<file path="src/hw/rtl/plds_div.sv">
// Pipelined restoring divider with overflow flag, one quotient bit per stage.
module plds_div #(
  parameter int NW = 44,
  parameter int DW = 25,
  parameter int QW = 17,
  parameter int SW = 1
) (
  input  logic          clk_i,
  input  logic          rst_ni,
  input  logic          en_i,
  input  logic          valid_i,
  input  logic [NW-1:0] num_i,
  input  logic [DW-1:0] den_i,
  input  logic [SW-1:0] side_i,
  output logic          valid_o,
  output logic [QW-1:0] quo_o,
  output logic          ovf_o,
  output logic [SW-1:0] side_o
);

  localparam int HW = NW - QW;
  localparam int CW = (HW > DW) ? HW : DW;

  logic [DW-1:0] rem_q  [QW+1];
  logic [QW-1:0] lo_q   [QW+1];
  logic [QW-1:0] quo_q  [QW+1];
  logic [DW-1:0] den_q  [QW+1];
  logic          ovf_q  [QW+1];
  logic [SW-1:0] side_q [QW+1];
  logic          vld_q  [QW+1];

  logic [HW-1:0] hi;
  assign hi = num_i[NW-1:QW];

  // The quotient fits in QW bits only when the upper part is below the divisor.
  always_ff @(posedge clk_i or negedge rst_ni) begin
    if (!rst_ni) begin
      vld_q[0] <= 1'b0;
    end else if (en_i) begin
      vld_q[0] <= valid_i;
    end
  end

  always_ff @(posedge clk_i) begin
    if (en_i) begin
      rem_q[0]  <= DW'(hi);
      lo_q[0]   <= num_i[QW-1:0];
      quo_q[0]  <= '0;
      den_q[0]  <= den_i;
      ovf_q[0]  <= (CW'(hi) >= CW'(den_i));
      side_q[0] <= side_i;
    end
  end

  for (genvar k = 1; k <= QW; k++) begin : g_stage
    logic [DW:0] rem_sh;
    logic        ge;

    assign rem_sh = {rem_q[k-1], lo_q[k-1][QW-1]};
    assign ge     = (rem_sh >= {1'b0, den_q[k-1]});

    always_ff @(posedge clk_i or negedge rst_ni) begin
      if (!rst_ni) begin
        vld_q[k] <= 1'b0;
      end else if (en_i) begin
        vld_q[k] <= vld_q[k-1];
      end
    end

    always_ff @(posedge clk_i) begin
      if (en_i) begin
        rem_q[k]  <= ge ? DW'(rem_sh - {1'b0, den_q[k-1]}) : DW'(rem_sh);
        lo_q[k]   <= {lo_q[k-1][QW-2:0], 1'b0};
        quo_q[k]  <= {quo_q[k-1][QW-2:0], ge};
        den_q[k]  <= den_q[k-1];
        ovf_q[k]  <= ovf_q[k-1];
        side_q[k] <= side_q[k-1];
      end
    end
  end

  assign valid_o = vld_q[QW];
  assign quo_o   = quo_q[QW];
  assign ovf_o   = ovf_q[QW];
  assign side_o  = side_q[QW];

endmodule

</file>
<file path="config.mk">
export PLATFORM = sky130hd
export DESIGN_NAME = plds_div
export DESIGN_NICKNAME = d
export VERILOG_FILES = /design/src/hw/rtl/plds_div.sv
export SDC_FILE = /design/constraint.sdc
export NUM_CORES = 2
export LEC_CHECK = 0
export BUFFER_PORTS_ARGS = -buffer_cell sky130_fd_sc_hd__clkbuf_2
export CAP_MARGIN = 10
export CORE_AREA = 3 3 407 409
export CTS_BUF_LIST = sky130_fd_sc_hd__clkbuf_4
export DETAILED_ROUTE_END_ITERATION = 16
export DIE_AREA = 0 0 410 412
export RECOVER_POWER = 50
export SLEW_MARGIN = 20
export SYNTH_ARGS = -nofsm -noshare
export SYNTH_HDL_FRONTEND = slang
export SYNTH_SLANG_ARGS = --single-unit
export TNS_END_PERCENT = 5
</file>
<file path="constraint.sdc">
create_clock -name clk_i -period 6.1 [get_ports clk_i]
set_input_delay 1.22 -clock clk_i [delete_from_list [all_inputs] [get_ports clk_i]]
set_output_delay 1.22 -clock clk_i [all_outputs]
set_load 0.05 [all_outputs]
</file>
==> results.py <==
metrics = {
    "drt": {
        "wl_per_cell_um": 16.53,
        "firstDrtPassIters": 5,
        "vias": 40320,
        "avgViaCountPerCell": 5.051,
        "wirelength_um": 131900,
        "drc": 0,
        "dr.first_iter.drc_count": 2270,
        "postRouteAntennaNets": 0,
    },
    "cts": {
        "path_clk_slew_ns": 0.06,
        "numCtsBuffers": 353,
        "cts-htree-levels": 5,
        "cts_tree": "yes",
        "cts_buffer_depth": 4,
        "clkLatencyLatePin_ns": 1.26,
        "cts_resized": 0,
        "clkSinkCount": 1210,
        "root_buffer": "clkbuf_4",
    },
    "place": {
        "pre_cts_slack_ns": 1.938,
        "port_buffers": 93,
        "hpwl_um": 94440,
        "dpl_cell_area_um2": 66330,
        "place.gp.congestion": 0.9250,
    },
    "synthesis": {
        "synth_area_leaders": "edfxtp_1 57%, ha_1 8.9%, mux2_2 4.3%",
        "yosysTopAreaCell": "edfxtp_1",
        "synth_cell_type_count": 91,
        "avgSynthCellArea_um2": 12.34,
        "synth.top_cell.area_share": 0.5660,
        "ys_async_sr_fraction": 0.01488,
        "synth_nets": 5664,
        "synth-seq-cells": 1210,
        "netlist_instances": 5124,
        "yosysWarnings": 0,
        "ys_seq_area_frac": 0.5731,
        "netlist_area_um2": 63240,
        "ys.flop_type": "edfxtp_1",
        "synth-edff-count": 1192,
    },
    "worst_hold_path": {
        "min_from": "num_i[41]",
        "hold_depth": 1,
        "hold_path_end": "rem_q[0][24]",
        "hp-class": "in -> reg",
    },
    "timing": {
        "slew_viol_final": 595,
        "hold_violations": 0,
        "rsz0062_at_grt": "false",
        "max_slew_margin": -1.050,
        "period_needed_ns": 4.644,
        "finalSetupViolCount": 0,
        "worst_clock_skew_ns": 0.1018,
        "fin_tns_setup_ns": 0,
        "tightest_slew_ns": 3.075,
        "fmax_mhz": 215.3,
        "finalCritPeriodShare": 0.7613,
        "setup_slack_ns": 1.456,
    },
    "critical_path": {
        "reg2reg_from": "lo_q[13][16]",
        "r2r.worst_path.cells": 13,
        "crit_buf_inv": 2,
        "worstReg2RegEnd": "rem_q[14][21]",
        "crit_type": "in -> reg",
        "max_stage_delay_ns": 2.01,
        "critPathRequiredTime_ns": 6.89,
        "crit_path_end_kind": "register",
        "critPathLaunchType": "input pin",
        "crit_family": "buffers and inverters",
        "cp.arrival_ns": 5.43,
        "r2r_setup_slack_ns": 1.88,
        "slowest_stage": "clkbuf_2",
        "crit_path_cell_trace": "clkbuf_2 > clkbuf_1",
        "crit_path_max_fanout": 111,
        "crit_cells": 2,
    },
    "final_layout": {
        "layout.nets": 6105,
        "drive_above_1_share": 0.1521,
        "fin_util": 0.4366,
        "n_fill_cell": 15130,
        "finalInstanceArea_um2": 70900,
        "area_growth_pct": 12.11,
    },
    "grt": {
        "grt_max_degree": 153,
        "grt_first_pass_wirelength_um": 213200,
        "gr-usage-all-layers": 0.1562,
        "antenna_found_initial": 2,
        "grt_pass1_vias": 41180,
        "overflow": 0,
    },
    "status": {
        "violations": "max-capacitance violations, max-slew violations",
        "status": "finished, violations left",
    },
    "flow_run": {
        "maxCapViolCount": 7,
    },
    "floorplan": {
        "start_util": 0.3894,
        "core_um2": 162400,
        "chipWidth_um": 410,
        "rows": 148,
        "die-height_um": 412,
        "die_area_um2": 168900,
        "num_io_pins": 94,
    },
    "power": {
        "powerDensity_nw_per_um2": 492.7,
        "p_leak_nw": 28.68,
        "power_w": 0.03494,
        "ir_drop_v": 0.0002472,
    },
}
[per-layer routing]
| layer | global-route usage | wire length (um) | up-vias |
|---|---|---|---|
| li1 | - | - | 20040 |
| met1 | 0.1886 | 56420 | 18970 |
| met2 | 0.2615 | 63220 | 930 |
| met3 | 0.03313 | 6087 | 386 |
| met4 | 0.08383 | 6219 | 0 |
| met5 | 0 | 0 | - |
[area by class of cell]
| class | count | area (um^2) | share of cell area |
|---|---|---|---|
| Inverter | 553 | 2076 | 0.02928 |
| Clock inverter | 113 | 488.0 | 0.006882 |
| Sequential cell | 1210 | 36240 | 0.5112 |
| Antenna cell | 9 | 22.52 | 0.0003176 |
| Timing Repair Buffer | 184 | 1281 | 0.01807 |
| Clock buffer | 475 | 3566 | 0.05029 |
| Tap cell | 2175 | 2721 | 0.03838 |
| Multi-Input combinational cell | 3263 | 24500 | 0.3456 |
[cell families after synthesis]
kind of cell	count (synthesis)	share of synthesized area
flops	1210	0.5731
xor+xnor	340	0.04708
mux	272	0.04815
compound gates	1230	0.1245
simple gates	955	0.07286
fa+ha+maj	466	0.09409
buf+inv	651	0.04026
[cell usage after synthesis, types with 21 or more instances]
library cell and n:
a211oi_1 37, a21o_1 198, a21oi_1 428, a31oi_1 57, and3_1 25, clkbuf_1 61, edfxtp_1 1192, ha_1 450
inv_1 552, mux2_2 240, nand2_1 254, nand2b_1 54, nand3_1 66, nand4_1 68, nor2_1 282, nor2b_1 47
nor3_1 46, o211ai_1 21, o21a_1 41, o21ai_0 216, o21bai_1 41, xnor2_1 207, xor2_1 133
[timing repair]
item	4_1_cts	5_1_grt
endpoints found under the hold margin	79	0
endpoints found under the setup margin	0	0
hold buffers	62	0
setup buffers	0	0
[stage by stage]
step                hold WS (ns)  std cells
floorplan                 0.4003       5124
detailed placement        0.4045       7323
finish                    0.2193       7982
CTS                     0.001053       7973
global placement          0.4002       7323
global route             0.01692       7982
[sequential cells by signal, indices dropped and copies added (netlist names)]
signal	cells
den_q	425
rem_q	425
lo_q	153
quo_q	153
ovf_q	18
side_q	18
vld_q	17
valid_o	1
[layout by cell type, fill, tap and decap left out, types with 16 or more instances in the layout]
master         count
edfxtp_1        1192
inv_1            552
clkbuf_4         477
ha_1             450
a21oi_1          428
nor2_1           282
nand2_1          254
mux2_2           240
o21ai_0          216
xnor2_1          207
a21o_1           198
xor2_1           133
clkinv_1          85
nand4_1           68
nand3_1           66
dlygate4sd3_1     62
a31oi_1           55
nand2b_1          54
clkbuf_2          50
nor2b_1           47
clkbuf_1          47
nor3_1            46
o21a_1            41
o21bai_1          41
a211oi_1          37
and3_1            25
clkinv_2          22
o211ai_1          21
o31ai_1           19
and2_1            19
mux2_1            18
buf_4             18
dfrtp_1           18
fa_1              16
[worst max path at each step]
stage	start	endpoint
2_1_floorplan	lo_q[3][16]	rem_q[4][17]
3_3_place_gp	lo_q[13][16]	rem_q[14][1]
3_5_place_dp	lo_q[13][16]	rem_q[14][4]
4_1_cts	lo_q[13][16]	rem_q[14][21]
5_1_grt	en_i	quo_q[8][6]
6_report	en_i	lo_q[2][12]
[where the power goes]
group          leakage, nW  switching, W  internal [W]  total (W)
Sequential            11.9       0.00110        0.0119     0.0130
Combinational         14.4       0.00817       0.00673     0.0149
Clock                 2.44       0.00339       0.00363    0.00702
Total                 28.7        0.0127        0.0223     0.0349
Power figures use the tool's default switching activity.
