===== src/hw/rtl/plds_sqrt.sv =====
// Pipelined integer square root, one result bit per stage.
module plds_sqrt #(
  parameter int IW = 50,
  parameter int SW = 1
) (
  input  logic            clk_i,
  input  logic            rst_ni,
  input  logic            en_i,
  input  logic            valid_i,
  input  logic [IW-1:0]   rad_i,
  input  logic [SW-1:0]   side_i,
  output logic            valid_o,
  output logic [IW/2-1:0] root_o,
  output logic [SW-1:0]   side_o
);

  localparam int K  = IW / 2;
  localparam int RW = K + 1;

  logic [RW-1:0] rem_q  [K];
  logic [K-1:0]  root_q [K];
  logic [IW-1:0] xs_q   [K];
  logic [SW-1:0] side_q [K];
  logic          vld_q  [K];

  for (genvar k = 0; k < K; k++) begin : g_stage
    logic [RW-1:0] rem_in;
    logic [K-1:0]  root_in;
    logic [IW-1:0] xs_in;
    logic [SW-1:0] side_in;
    logic          v_in;
    logic [RW:0]   rem_sh;
    logic [RW:0]   trial;
    logic          ge;

    if (k == 0) begin : g_first
      assign rem_in  = '0;
      assign root_in = '0;
      assign xs_in   = rad_i;
      assign side_in = side_i;
      assign v_in    = valid_i;
    end else begin : g_next
      assign rem_in  = rem_q[k-1];
      assign root_in = root_q[k-1];
      assign xs_in   = xs_q[k-1];
      assign side_in = side_q[k-1];
      assign v_in    = vld_q[k-1];
    end

    // Bring down the next two radicand bits and try the next root bit.
    assign rem_sh = {rem_in[RW-2:0], xs_in[IW-1:IW-2]};
    assign trial  = {root_in, 2'b01};
    assign ge     = (rem_sh >= trial);

    always_ff @(posedge clk_i or negedge rst_ni) begin
      if (!rst_ni) begin
        vld_q[k] <= 1'b0;
      end else if (en_i) begin
        vld_q[k] <= v_in;
      end
    end

    always_ff @(posedge clk_i) begin
      if (en_i) begin
        rem_q[k]  <= ge ? RW'(rem_sh - trial) : RW'(rem_sh);
        root_q[k] <= {root_in[K-2:0], ge};
        xs_q[k]   <= {xs_in[IW-3:0], 2'b00};
        side_q[k] <= side_in;
      end
    end
  end

  assign valid_o = vld_q[K-1];
  assign root_o  = root_q[K-1];
  assign side_o  = side_q[K-1];

endmodule


===== config.mk =====
export PLATFORM = sky130hd
export DESIGN_NAME = plds_sqrt
export DESIGN_NICKNAME = d
export VERILOG_FILES = /design/src/hw/rtl/plds_sqrt.sv
export SDC_FILE = /design/constraint.sdc
export NUM_CORES = 2
export LEC_CHECK = 0
export BUFFER_PORTS_ARGS = -buffer_cell sky130_fd_sc_hd__clkbuf_2
export CAP_MARGIN = 20
export CORE_AREA = 2 2 346 348
export DETAILED_ROUTE_END_ITERATION = 8
export DIE_AREA = 0 0 348 350
export PLACE_DENSITY = 0.85
export SYNTH_ARGS = -nofsm -noshare
export SYNTH_HDL_FRONTEND = slang
export SYNTH_SLANG_ARGS = --single-unit

===== constraint.sdc =====
create_clock -name clk_i -period 10.4 [get_ports clk_i]
set_clock_uncertainty 0.1 [all_clocks]
set_input_delay 1.04 -clock clk_i [delete_from_list [all_inputs] [get_ports clk_i]]
set_output_delay 1.04 -clock clk_i [all_outputs]
set_load 0.01 [all_outputs]

==> impl_metrics.csv <==
group,metric,value,unit
floorplan,ios,82,
worst_hold_path,hold_class,"in -> async",
setup_path,reg2reg_depth,11,
cts,worstSkewPairLatency,0.77,ns
placement,io_buffers,81,
cts,postCtsSetupRepairBufs,0,
logic_synthesis,ys_seq_area_frac,0.655,
placement,pre_cts_slack,6.16,ns
routing,wl_per_cell,18.3,um
timing,fin_crit_sh,0.406,
logic_synthesis,syn-instance-count,5281,
cts,cts_made_buffers,153,
placement,globalplace.congestion,0.930,
timing,hold_viol,0,
setup_path,crit_type,"reg -> reg",
power_and_ir_drop,combPwrFrac,0.188,
routing,via_per_inst,5.87,
layout,drive_gt1_frac,0.0824,
logic_synthesis,synth_top_flop_cell,"edfxtp_1",
cts,clk_pin_slew,0.06,ns
cts,ctsLongestPathBuffers,3,
setup_path,crit_path_top_delay_cell,"nor3_1",
logic_synthesis,syn_area,0.0705,mm2
setup_path,cp_cell_sequence,"inv_1 > ha_1 > nand3_1 > nor3_1 > nand4_1 > nand3_1 > nand2b_1 > buf_4 > nand2_1 > a2111oi_0 > xor2_1",
routing,first_pass_iters,6,
global_route,grt_first_pass_wirelength,210000,um
logic_synthesis,synth_edf_count,1517,
power_and_ir_drop,clkPwrFrac,0.318,
setup_path,max_stage_delay,0.75,ns
routing,wl,130000,um
logic_synthesis,async_flop_share,0.0162,
routing,num_vias,41800,
routing,postRouteAntennaNets,0,
setup_path,start_kind,"register",
setup_path,path_common_cell,"nand3_1",
power_and_ir_drop,p_leak,30.1,nW
power_and_ir_drop,power,16.8,mW
cts,clkSinkCount,1542,
floorplan,num_rows,126,
setup_path,cp_max_fo,34,
global_route,overflow,0,
power_and_ir_drop,cellPowerDensity,216,mW/mm2
placement,postPlaceCellArea,0.0728,mm2
logic_synthesis,synth_nets,5687,
power_and_ir_drop,intPower,12.2,mW
global_route,grt_max_degree,201,
timing,fin_setup_tns,0,ns
power_and_ir_drop,ir_drop,0.000165,V
status,status,"finished, final reports clean",
power_and_ir_drop,switching_share,0.271,
timing,setup_ws,6.18,ns
global_route,grt_antenna_before_repair,3,
logic_synthesis,ys.warnings.count,0,
timing,grt_setup_unrepaired,"false",
timing,fin_crit,4.22,ns
floorplan,die_h,350,um
setup_path,worst_ep_required_time,10.77,ns
routing,drt_iter0_markers,4267,
global_route,track_usage,0.214,
layout,area_growth_syn_to_layout,10.3,%
floorplan,dieArea,0.122,mm2
timing,max_freq,237,MHz
floorplan,die_x,348,um
logic_synthesis,avgSynthCellArea,13.3,um2
cts,cts_root_buffer,"clkbuf_16",
setup_path,r2r_end,"rem_q[2][47]",
setup_path,r2r_slack,6.18,ns
global_route,grt_pass1_vias,41000,
timing,finalSetupViolCount,0,
setup_path,end_kind,"register",
power_and_ir_drop,switching_power,4.54,mW
layout,final_cell_area,0.0778,mm2
placement,dp_hpwl,88100,um
power_and_ir_drop,p_seq_frac,0.495,
layout,antenna_cells,0,
floorplan,start_util,0.599,
cts,htree_levels,4,
routing,drc_errors,0,
cts,cts_tree,"built",
setup_path,r2r-start,"root_q[1][16]",
timing,timing.hold.ws,0.182,ns
floorplan,core_area,0.118,mm2
setup_path,arrival,4.59,ns
layout,nets,5865,
cts,cts_hold_buf,0,
cts,cts_resized,0,
logic_synthesis,synth_cell_type_count,84,
timing,maxSlewViolCount,0,
timing,relSlewSlack,0.303,
timing,tightest_slew,1.05,ns
logic_synthesis,yosys_register_bits,1542,
flow_run,maxCapViolCount,0,
placed cells by master (no fill, tap or decap), types with 42 or more instances in the layout:
cell / netlist / final
nand3_1: 72 / 72
edfxtp_1: 1517 / 1517
nor4_1: 62 / 62
or3_1: 44 / 44
nand2b_1: 58 / 58
clkbuf_2: 1 / 80
or4_1: 42 / 42
o21a_1: 88 / 88
a21oi_1: 335 / 335
mux2_2: 87 / 87
xnor2_1: 228 / 228
nand4_1: 44 / 44
nor3_1: 138 / 137
a21o_1: 121 / 121
clkbuf_16: 0 / 154
inv_1: 452 / 452
nand2_1: 298 / 298
ha_1: 351 / 351
xor2_1: 211 / 211
nor2_1: 341 / 340
nor2b_1: 55 / 55
o21ai_0: 218 / 215
cells in the mapped netlist (7+ instances only):
| library cell | count | area [um2] |
|---|---|---|
| edfxtp_1 | 1517 | 45600 |
| inv_1 | 452 | 1700 |
| ha_1 | 351 | 4390 |
| nor2_1 | 341 | 1280 |
| a21oi_1 | 335 | 1680 |
| nand2_1 | 298 | 1120 |
| xnor2_1 | 228 | 2000 |
| o21ai_0 | 218 | 1090 |
| xor2_1 | 211 | 1850 |
| nor3_1 | 138 | 691 |
| a21o_1 | 121 | 908 |
| o21a_1 | 88 | 661 |
| mux2_2 | 87 | 980 |
| nand3_1 | 72 | 360 |
| clkbuf_1 | 69 | 259 |
| nor4_1 | 62 | 388 |
| nand2b_1 | 58 | 363 |
| nor2b_1 | 55 | 344 |
| nand4_1 | 44 | 275 |
| or3_1 | 44 | 275 |
| or4_1 | 42 | 315 |
| o31ai_1 | 35 | 263 |
| a211oi_1 | 29 | 218 |
| and3_1 | 28 | 175 |
| dfrtp_1 | 25 | 626 |
| o21bai_1 | 25 | 188 |
| a31oi_1 | 19 | 119 |
| mux2_1 | 18 | 203 |
| o211ai_1 | 17 | 128 |
| or2_2 | 17 | 106 |
| a21boi_0 | 16 | 120 |
| nor3b_1 | 16 | 120 |
| and2_1 | 14 | 87.6 |
| a211o_1 | 13 | 114 |
| buf_2 | 12 | 60.1 |
| nand3b_1 | 12 | 90.1 |
| mux2i_1 | 10 | 100 |
| o22ai_1 | 9 | 56.3 |
| o41ai_1 | 9 | 78.8 |
| a2111oi_0 | 8 | 70.1 |
| nand4b_1 | 8 | 70.1 |
| o31a_1 | 8 | 70.1 |
| a31o_2 | 7 | 61.3 |
| o311ai_0 | 7 | 61.3 |
per-stage QoR:
stage / util / std cells
2_1_floorplan: - / 5281
3_3_place_gp: 0.618 / 6836
3_5_place_dp: 0.618 / 6836
4_1_cts: 0.659 / 7113
5_1_grt: 0.660 / 7117
6_report: 0.660 / 7117
per-layer routing:
| layer | part of all wire | track usage | up-vias |
|---|---|---|---|
| met5 | 0.00015 | 0 | - |
| met4 | 0.031 | 0.0778 | 4 |
| met3 | 0.062 | 0.0346 | 310 |
| met2 | 0.48 | 0.355 | 1391 |
| met1 | 0.43 | 0.289 | 20100 |
| li1 | - | - | 19900 |
how the worst max path moves through the flow:
stage / from / to / slack, ns / depth (start not counted)
after floorplan: rem_q[2][156] / rem_q[2][200] / 6.89 / 11
after global placement: en_i / root_q[0][303] / 6.24 / 3
after detailed placement: en_i / root_q[0][303] / 6.16 / 3
after CTS: rem_q[2][104] / rem_q[2][138] / 6.29 / 10
after global routing: root_q[1][16] / rem_q[2][47] / 5.90 / 11
final: root_q[1][16] / rem_q[2][47] / 6.18 / 11
kinds of logic (layout without fill, tap and decap cells):
family | Yosys count | in the layout | share of synthesized area
compound gates | 1022 | 1022 | 0.0917
xor+xnor | 439 | 439 | 0.0545
fa+ha+maj | 351 | 351 | 0.0623
buf+inv | 541 | 841 | 0.0293
flops | 1542 | 1542 | 0.655
mux | 115 | 115 | 0.0182
other cells | 1 | 1 | 0.0000532
simple gates | 1270 | 1270 | 0.0889
power by group through the flow:
| stage | clock network [mW] | registers [mW] | logic, mW |
|---|---|---|---|
| after floorplan | 0 | 8.20 | 2.36 |
| after detailed placement | 0 | 8.41 | 3.08 |
| final | 5.33 | 8.29 | 3.15 |
| after global routing | 5.68 | 8.36 | 3.51 |
| after global placement | 0 | 8.38 | 2.97 |
| after CTS | 5.44 | 8.29 | 3.11 |
flip-flops by register name, indices dropped and copies added (netlist names):
register,count
g_stage.v_in,24
rem_q,567
root_q,325
side_q,25
valid_o,1
xs_q,600
worst max-delay path: cells and delay by family, from the launching register on:
| kind | cells | cell delay, ns |
|---|---|---|
| and+or+nand+nor | 6 | 1.94 |
| AOI/OAI and AO/OA | 1 | 0.52 |
| buffers and inverters | 2 | 0.43 |
| adders and majority gates | 1 | 0.42 |
| DFF | 1 | 0.38 |
| xor gates and xnor gates | 1 | 0.14 |
area by class of cell:
type                    count  area [um2]
flip-flops and latches   1542       46200
fillers                  7896       40000
multi-input cells        3198       22300
clock buffers             187        3990
well taps                1536        1920
inverters                 452        1700
clock inverters            90         866
repair buffers            112         796
No activity file was read; power rests on OpenSTA's default activity.
